File: src/design/iswoc_pkg.sv
`timescale 1ns / 1ps
package iswoc_pkg;

  localparam int unsigned DATA_W        = 32;
  localparam int unsigned CNT_W         = 13;
  localparam int unsigned DEPTH_DEFAULT = 64;
  localparam int unsigned OUT_TDATA_W   = 64;

  typedef enum logic [2:0] {
    ST_IDLE,
    ST_RD,
    ST_CMP,
    ST_PUT,
    ST_FL_RD,
    ST_FL_LD
  } state_e;

  typedef struct packed {
    logic load_in;
    logic rd_pos;
    logic shift;
    logic put;
    logic fl_rd;
    logic fl_ld;
  } cmd_t;

  typedef struct packed {
    logic pos_zero;
    logic greater;
    logic flush;
    logic out_free;
    logic k_last;
  } status_t;

endpackage

File: src/design/iswoc_ctrl.sv
`timescale 1ns / 1ps
module iswoc_ctrl (
  input  logic               clk_i,
  input  logic               rst_ni,
  input  logic               in_valid_i,
  output logic               in_ready_o,
  input  iswoc_pkg::status_t status_i,
  output iswoc_pkg::cmd_t    cmd_o
);
  import iswoc_pkg::*;

  state_e state_q, state_d;

  always_ff @(posedge clk_i or negedge rst_ni) begin
    if (!rst_ni) begin
      state_q <= ST_IDLE;
    end else begin
      state_q <= state_d;
    end
  end

  always_comb begin
    state_d = state_q;
    unique case (state_q)
      ST_IDLE: begin
        if (in_valid_i) state_d = ST_RD;
      end
      ST_RD: begin
        state_d = status_i.pos_zero ? ST_PUT : ST_CMP;
      end
      ST_CMP: begin
        state_d = status_i.greater ? ST_RD : ST_PUT;
      end
      ST_PUT: begin
        state_d = status_i.flush ? ST_FL_RD : ST_IDLE;
      end
      ST_FL_RD: begin
        state_d = ST_FL_LD;
      end
      ST_FL_LD: begin
        if (status_i.out_free) state_d = status_i.k_last ? ST_IDLE : ST_FL_RD;
      end
      default: state_d = ST_IDLE;
    endcase
  end

  always_comb begin
    cmd_o      = '0;
    in_ready_o = 1'b0;
    unique case (state_q)
      ST_IDLE: begin
        in_ready_o    = 1'b1;
        cmd_o.load_in = in_valid_i;
      end
      ST_RD: begin
        cmd_o.rd_pos = !status_i.pos_zero;
      end
      ST_CMP: begin
        cmd_o.shift = status_i.greater;
      end
      ST_PUT: begin
        cmd_o.put = 1'b1;
      end
      ST_FL_RD: begin
        cmd_o.fl_rd = 1'b1;
      end
      ST_FL_LD: begin
        cmd_o.fl_ld = status_i.out_free;
      end
      default: begin
        cmd_o = '0;
      end
    endcase
  end

endmodule

File: src/design/iswoc_dp.sv
`timescale 1ns / 1ps
module iswoc_dp #(
  parameter int unsigned DEPTH = iswoc_pkg::DEPTH_DEFAULT
) (
  input  logic                           clk_i,
  input  logic                           rst_ni,
  input  iswoc_pkg::cmd_t                cmd_i,
  output iswoc_pkg::status_t             status_o,
  input  logic [iswoc_pkg::DATA_W-1:0]   in_value_i,
  input  logic                           in_last_i,
  output logic                           out_valid_o,
  input  logic                           out_ready_i,
  output logic [iswoc_pkg::DATA_W-1:0]   out_value_o,
  output logic                           out_final_o,
  output logic [iswoc_pkg::CNT_W-1:0]    out_cmp_o,
  output logic [iswoc_pkg::CNT_W-1:0]    out_asg_o
);
  import iswoc_pkg::*;

  localparam int unsigned AW    = (DEPTH > 1) ? $clog2(DEPTH) : 1;
  localparam int unsigned CW    = AW + 1;
  localparam int unsigned ST_W  = $clog2(DEPTH * (DEPTH - 1) / 2 + 1);
  localparam int unsigned SUM_W = ((ST_W > CW) ? ST_W : CW) + 1;

  logic [DATA_W-1:0] mem [DEPTH];
  logic [DATA_W-1:0] rd_data_q;
  logic [AW-1:0]     rd_addr;
  logic              rd_en;
  logic [AW-1:0]     wr_addr;
  logic [DATA_W-1:0] wr_data;
  logic              wr_en;

  logic [DATA_W-1:0] val_q;
  logic              last_q;
  logic [AW-1:0]     pos_q, pos_d;
  logic [CW-1:0]     cnt_q, cnt_d;
  logic [ST_W-1:0]   shf_q, shf_d;
  logic [CW-1:0]     k_q, k_d;
  logic [CW-1:0]     cnt_inc;
  logic [SUM_W-1:0]  sum;
  logic [CNT_W-1:0]  sum_cnt;
  logic [CNT_W-1:0]  cmp_q, asg_q;

  logic              out_valid_q, out_valid_d;
  logic [DATA_W-1:0] out_value_q;
  logic              out_final_q;
  logic [CNT_W-1:0]  out_cmp_q, out_asg_q;

  assign cnt_inc = cnt_q + CW'(1);
  assign sum     = SUM_W'(cnt_inc) + SUM_W'(shf_q);
  assign sum_cnt = CNT_W'(sum);

  // memory: one write port, one registered read port
  assign rd_en   = cmd_i.rd_pos | cmd_i.fl_rd;
  assign rd_addr = cmd_i.fl_rd ? k_q[AW-1:0] : AW'(pos_q - AW'(1));
  assign wr_en   = cmd_i.shift | cmd_i.put;
  assign wr_addr = pos_q;
  assign wr_data = cmd_i.shift ? rd_data_q : val_q;

  always_ff @(posedge clk_i) begin
    if (wr_en) mem[wr_addr] <= wr_data;
    if (rd_en) rd_data_q <= mem[rd_addr];
  end

  always_ff @(posedge clk_i) begin
    if (cmd_i.load_in) begin
      val_q  <= in_value_i;
      last_q <= in_last_i;
    end
    if (cmd_i.put) begin
      cmp_q <= {sum_cnt[CNT_W-2:0], 1'b1};
      asg_q <= CNT_W'({sum_cnt, 1'b0}) + sum_cnt + CNT_W'(1);
    end
    // counts travel with the output register so a new set cannot change a waiting transaction
    if (cmd_i.fl_ld) begin
      out_value_q <= rd_data_q;
      out_final_q <= status_o.k_last;
      out_cmp_q   <= cmp_q;
      out_asg_q   <= asg_q;
    end
  end

  always_comb begin
    pos_d       = pos_q;
    cnt_d       = cnt_q;
    shf_d       = shf_q;
    k_d         = k_q;
    out_valid_d = out_valid_q;
    if (out_valid_q && out_ready_i) out_valid_d = 1'b0;
    if (cmd_i.load_in) pos_d = cnt_q[AW-1:0];
    if (cmd_i.shift) begin
      pos_d = pos_q - AW'(1);
      shf_d = shf_q + ST_W'(1);
    end
    if (cmd_i.put) begin
      cnt_d = cnt_inc;
      k_d   = '0;
    end
    if (cmd_i.fl_ld) begin
      k_d         = k_q + CW'(1);
      out_valid_d = 1'b1;
      if (status_o.k_last) begin
        // set done: store reads as empty again
        cnt_d = '0;
        shf_d = '0;
      end
    end
  end

  always_ff @(posedge clk_i or negedge rst_ni) begin
    if (!rst_ni) begin
      pos_q       <= '0;
      cnt_q       <= '0;
      shf_q       <= '0;
      k_q         <= '0;
      out_valid_q <= 1'b0;
    end else begin
      pos_q       <= pos_d;
      cnt_q       <= cnt_d;
      shf_q       <= shf_d;
      k_q         <= k_d;
      out_valid_q <= out_valid_d;
    end
  end

  assign status_o.pos_zero = (pos_q == '0);
  assign status_o.greater  = $signed(rd_data_q) > $signed(val_q);
  assign status_o.flush    = last_q | (cnt_inc == CW'(DEPTH));
  assign status_o.out_free = !out_valid_q | out_ready_i;
  assign status_o.k_last   = ((k_q + CW'(1)) == cnt_q);

  assign out_valid_o = out_valid_q;
  assign out_value_o = out_value_q;
  assign out_final_o = out_final_q;
  assign out_cmp_o   = out_cmp_q;
  assign out_asg_o   = out_asg_q;

endmodule

File: src/design/insertion_sort_with_op_counts_core.sv
`timescale 1ns / 1ps
// Stable insertion sorter. Signed 32-bit values arrive one per input transaction and are
// placed in ascending order in an internal memory; equal values keep arrival order. When
// a transaction carries tlast, or the memory reaches DEPTH entries, the whole set is sent
// out in ascending order with tlast on the greatest element, and every output transaction
// also carries the set's compare count (2n+2I+1) and assignment count (3n+3I+1), both mod
// 2^13, for n elements and I shifts. Each item moves past the greater elements one at a time,
// compared through the single memory read port whose data is registered before each compare;
// a flush sends one element at a time and holds while the sink is not ready. No input is
// taken while a set is being sent out.
module insertion_sort_with_op_counts_core #(
  parameter int unsigned DEPTH = iswoc_pkg::DEPTH_DEFAULT
) (
  input  logic                                clk_i,
  input  logic                                rst_ni,
  input  logic                                s_axis_tvalid,
  output logic                                s_axis_tready,
  input  logic [iswoc_pkg::DATA_W-1:0]        s_axis_tdata,  // value
  input  logic                                s_axis_tlast,
  output logic                                m_axis_tvalid,
  input  logic                                m_axis_tready,
  // sorted_value, compare_count, assign_count, zero pad
  output logic [iswoc_pkg::OUT_TDATA_W-1:0]   m_axis_tdata,
  output logic                                m_axis_tlast
);
  import iswoc_pkg::*;

  cmd_t              cmd;
  status_t           status;
  logic [DATA_W-1:0] out_value;
  logic [CNT_W-1:0]  out_cmp;
  logic [CNT_W-1:0]  out_asg;

  iswoc_ctrl u_ctrl (
    .clk_i      (clk_i),
    .rst_ni     (rst_ni),
    .in_valid_i (s_axis_tvalid),
    .in_ready_o (s_axis_tready),
    .status_i   (status),
    .cmd_o      (cmd)
  );

  iswoc_dp #(
    .DEPTH (DEPTH)
  ) u_dp (
    .clk_i       (clk_i),
    .rst_ni      (rst_ni),
    .cmd_i       (cmd),
    .status_o    (status),
    .in_value_i  (s_axis_tdata),
    .in_last_i   (s_axis_tlast),
    .out_valid_o (m_axis_tvalid),
    .out_ready_i (m_axis_tready),
    .out_value_o (out_value),
    .out_final_o (m_axis_tlast),
    .out_cmp_o   (out_cmp),
    .out_asg_o   (out_asg)
  );

  assign m_axis_tdata = {{(OUT_TDATA_W - DATA_W - 2 * CNT_W){1'b0}}, out_asg, out_cmp, out_value};

endmodule

File: config.mk
export PLATFORM = sky130hd
export DESIGN_NAME = insertion_sort_with_op_counts_core
export DESIGN_NICKNAME = d
export VERILOG_FILES = /design/src/design/iswoc_pkg.sv /design/src/design/iswoc_ctrl.sv /design/src/design/iswoc_dp.sv /design/src/design/insertion_sort_with_op_counts_core.sv
export SDC_FILE = /design/constraint.sdc
export NUM_CORES = 2
export LEC_CHECK = 0
export BUFFER_PORTS_ARGS = -buffer_cell sky130_fd_sc_hd__buf_4
export CAP_MARGIN = 20
export CORE_MARGIN = 1.5
export CORE_UTILIZATION = 28
export CTS_CLUSTER_DIAMETER = 100
export DETAILED_ROUTE_END_ITERATION = 10
export HOLD_SLACK_MARGIN = 0.06
export PLACE_DENSITY = 0.41
export SLEW_MARGIN = 20
export SYNTH_ARGS = -nofsm -noshare
export SYNTH_HDL_FRONTEND = slang
export SYNTH_SLANG_ARGS = --single-unit
export TNS_END_PERCENT = 1
File: constraint.sdc
create_clock -name clk_i -period 5.3 [get_ports clk_i]
set_input_delay 0.265 -clock clk_i [delete_from_list [all_inputs] [get_ports clk_i]]
set_output_delay 0.265 -clock clk_i [all_outputs]
set_load 0.02 [all_outputs]
==> reports/qor.csv <==
metric;value;unit
synthMuxAreaShare;19.1;%
power.internal;32.1;mW
dieArea;318000;sq um
yosys.area_share.simple;1.42;%
via_count;41370;
drtIter0Drc;3550;
cp.required;5890;ps
finalWorstSetupSlack;536;ps
p_per_area;415;nW/um^2
num_rows;205;
clock_skew;82.1;ps
antenna_left;0;
areaGrowthSynthToFinish;18.3;%
drive_gt1_share;27.8;%
ys_ff_latch;2231;
hold_viol;0;
grt_max_degree;84;
coreArea;312000;sq um
synth-edff-count;2196;
cap_violations;0;
p_sw_share;25.7;%
cts_htree_levels;4;
clk_pin_slew;60;ps
routed_wl;249000;um
comb_power_share;16.7;%
cp_slowest_stage_delay;660;ps
setup_tns;0;ps
grt_usage;15.6;%
grt_pass1_vias;43582;
yosysTopAreaCell;edfxtp_1;
p_clk_share;38.2;%
synth.yosys.seq_area_share;75.9;%
clock.fmax;210;MHz
p_leak;34.2;nW
place_ws;504;ps
synthAdderAreaFrac;0.864;%
start_kind;flip-flop;
crit_path_top_delay_cell;mux2_2;
crit_chain;ha_1, nand4_1, and4bb_1, nand2_1, o41ai_1, a31oi_1, buf_4, nor2_4, buf_4, mux2_2, buf_12;
fin_crit_sh;89.9;%
grt_overflow;0;
worstSetupEndpoint;u_dp.mem[30][8];
fin_nets;4526;
final-max-slew-violation-count;0;
ir_worst_vdd;0.000302;V
top_layer;met4;
numCtsBuffers;245;
place_congestion;0.760;
synth_common_cells;edfxtp_1, mux4_2, mux2i_1;
pwr-share-seq;45.1;%
synthFlopType;edfxtp_1;
setup_viol;0;
insertion_delay;900;ps
synthMostInstantiatedCell;edfxtp_1;
cts_setup_buffers;0;
die_w;564;um
r2r_end;u_dp.mem[30][8];
critPathKind;reg2reg;
cts_root_buf;clkbuf_16;
path_max_fanout;33;
grt_pass1_wl;350000;um
status;finished, final reports clean;
wl_met3;9360;um
min_path_type;in2reg;
r2r-start;u_dp.rd_data_q[31];
wl_met1;113000;um
cts_tree;done;
slew_headroom;30.0;%
synth_top_family_by_area;multiplexers;
switching_power;11.1;mW
crit_path_frequent_cell;buf_4;
firstDrtPassIters;5;
r2r_cells;11;
initial_core_util;28.2;%
critPathLaunch;u_dp.rd_data_q[31];
cts_num_sinks;2231;
tightest_slew;1050;ps
io_pins;104;
synth_compound_area_share;0.926;%
place_hpwl;148000;um
worstPathArrival;5350;ps
async_flop_share;1.57;%
drcViolationCount;0;
syn_avg_cell_area;22.0;sq um
period_needed;4760;ps
io_buffer_count;96;
syn_inst;4003;
syn_area;88000;sq um
yosysUniqueCellTypes;63;
yosysWarningCount;0;
viasPerCell;4.72;
yosys-top-cells-area;edfxtp_1, mux4_2, mux2i_1;
r2r_slack;540;ps
wl_per_cell;28.4;um
cp-end-kind;flip-flop;
antenna_found_initial;21;
synth_xor_area_share;0.435;%
rsz0062_at_grt;false;
p_total;43.2;mW
fillCellCount;29350;
yosys.area.top_type_share;74.9;%
met2_wirelength;122000;um
die_h;564;um
cts_buffer_depth;4;
kinds of logic (layout without fill, tap and decap cells):
group,count (synthesis),in the layout
DFF,2231,2231
muxes,1031,1031
buffers and inverters,262,875
and+or+nand+nor,252,252
AOI/OAI and AO/OA,124,124
adders and majority gates,59,59
xor gates and xnor gates,42,42
other,2,17
power by group through the flow:
stage | sequential, mW | clock, mW | combinational, mW
CTS | 19.5 | 17.0 | 7.47
detailed placement | 19.9 | 0 | 7.43
finish | 19.5 | 16.5 | 7.22
global route | 19.5 | 17.6 | 7.75
floorplan | 19.9 | 0 | 4.57
global placement | 19.9 | 0 | 7.46
registers in the layout, indices dropped and copies added (netlist names), 3 cells and up:
| register | cells |
|---|---|
| u_ctrl.state_q | 3 |
| u_dp.shf_q | 11 |
| u_dp.asg_q | 13 |
| u_dp.out_asg_o | 13 |
| u_dp.out_value_o | 32 |
| u_dp.val_q | 32 |
| u_dp.k_q | 7 |
| u_dp.rd_data_q | 32 |
| u_dp.cnt_q | 7 |
| u_dp.mem | 2048 |
| u_dp.cmp_q | 12 |
| u_dp.out_cmp_o | 12 |
| u_dp.pos_q | 6 |
placed cells by master (no fill, tap or decap), types with 39 or more instances in the layout:
| cell | count |
|---|---|
| buf_12 | 53 |
| buf_4 | 277 |
| clkbuf_1 | 57 |
| clkbuf_16 | 249 |
| clkinv_1 | 57 |
| clkinv_2 | 41 |
| dlygate4sd3_1 | 49 |
| edfxtp_1 | 2196 |
| ha_1 | 56 |
| inv_1 | 50 |
| mux2i_1 | 485 |
| mux4_2 | 512 |
| nor2_1 | 39 |
| nor3_2 | 39 |
final cells by class:
class | count | area, sq um | share of cell area, %
diodes | 10 | 25.0 | 0.0240
clock buffers | 310 | 6500 | 6.24
clock inverters | 128 | 1110 | 1.07
inverters | 53 | 201 | 0.194
multi-input cells | 1515 | 20500 | 19.7
flip-flops and latches | 2231 | 66800 | 64.2
well taps | 4140 | 5180 | 4.98
repair buffers | 384 | 3770 | 3.62
what timing repair did:
action,CTS,global route
resized for setup,0,0
endpoints found under the hold margin,74,0
hold buffers,50,0
per-layer routing:
metal	GRT usage, %	vias to the layer above
met5	0	-
met4	3.61	0
met3	1.88	295
met2	25.9	842
met1	21.8	22624
li1	-	17609
worst min path at each step:
stage                startpoint                end  slack, ps  depth (start not counted)
2_1_floorplan            rst_ni  u_ctrl.state_q[0]        -30                          0
3_3_place_gp             rst_ni   u_dp.out_valid_o        280                          1
3_5_place_dp             rst_ni   u_dp.out_valid_o        270                          1
4_1_cts        s_axis_tdata[20]     u_dp.val_q[20]         80                          2
5_1_grt        s_axis_tdata[14]     u_dp.val_q[14]        120                          2
6_report       s_axis_tdata[14]     u_dp.val_q[14]        150                          2
critical path, delay by kind of cell, from the launching register on:
kind            cells  cell delay, ps
compound gates      2             530
fa+ha+maj           1             360
buf+inv             3             910
flops               1             420
mux                 1             660
simple gates        4            1540
metrics by stage:
stage	std cells	cell area, sq um	util [%]	hold slack [ps]
finish	8771	104000	33.3	147
global route	8766	104000	33.3	116
CTS	8759	104000	33.3	79.5
detailed placement	8271	95900	30.7	275
global placement	8268	95800	30.7	278
floorplan	4008	88000	-	-30.6
Power figures use the tool's default switching activity.
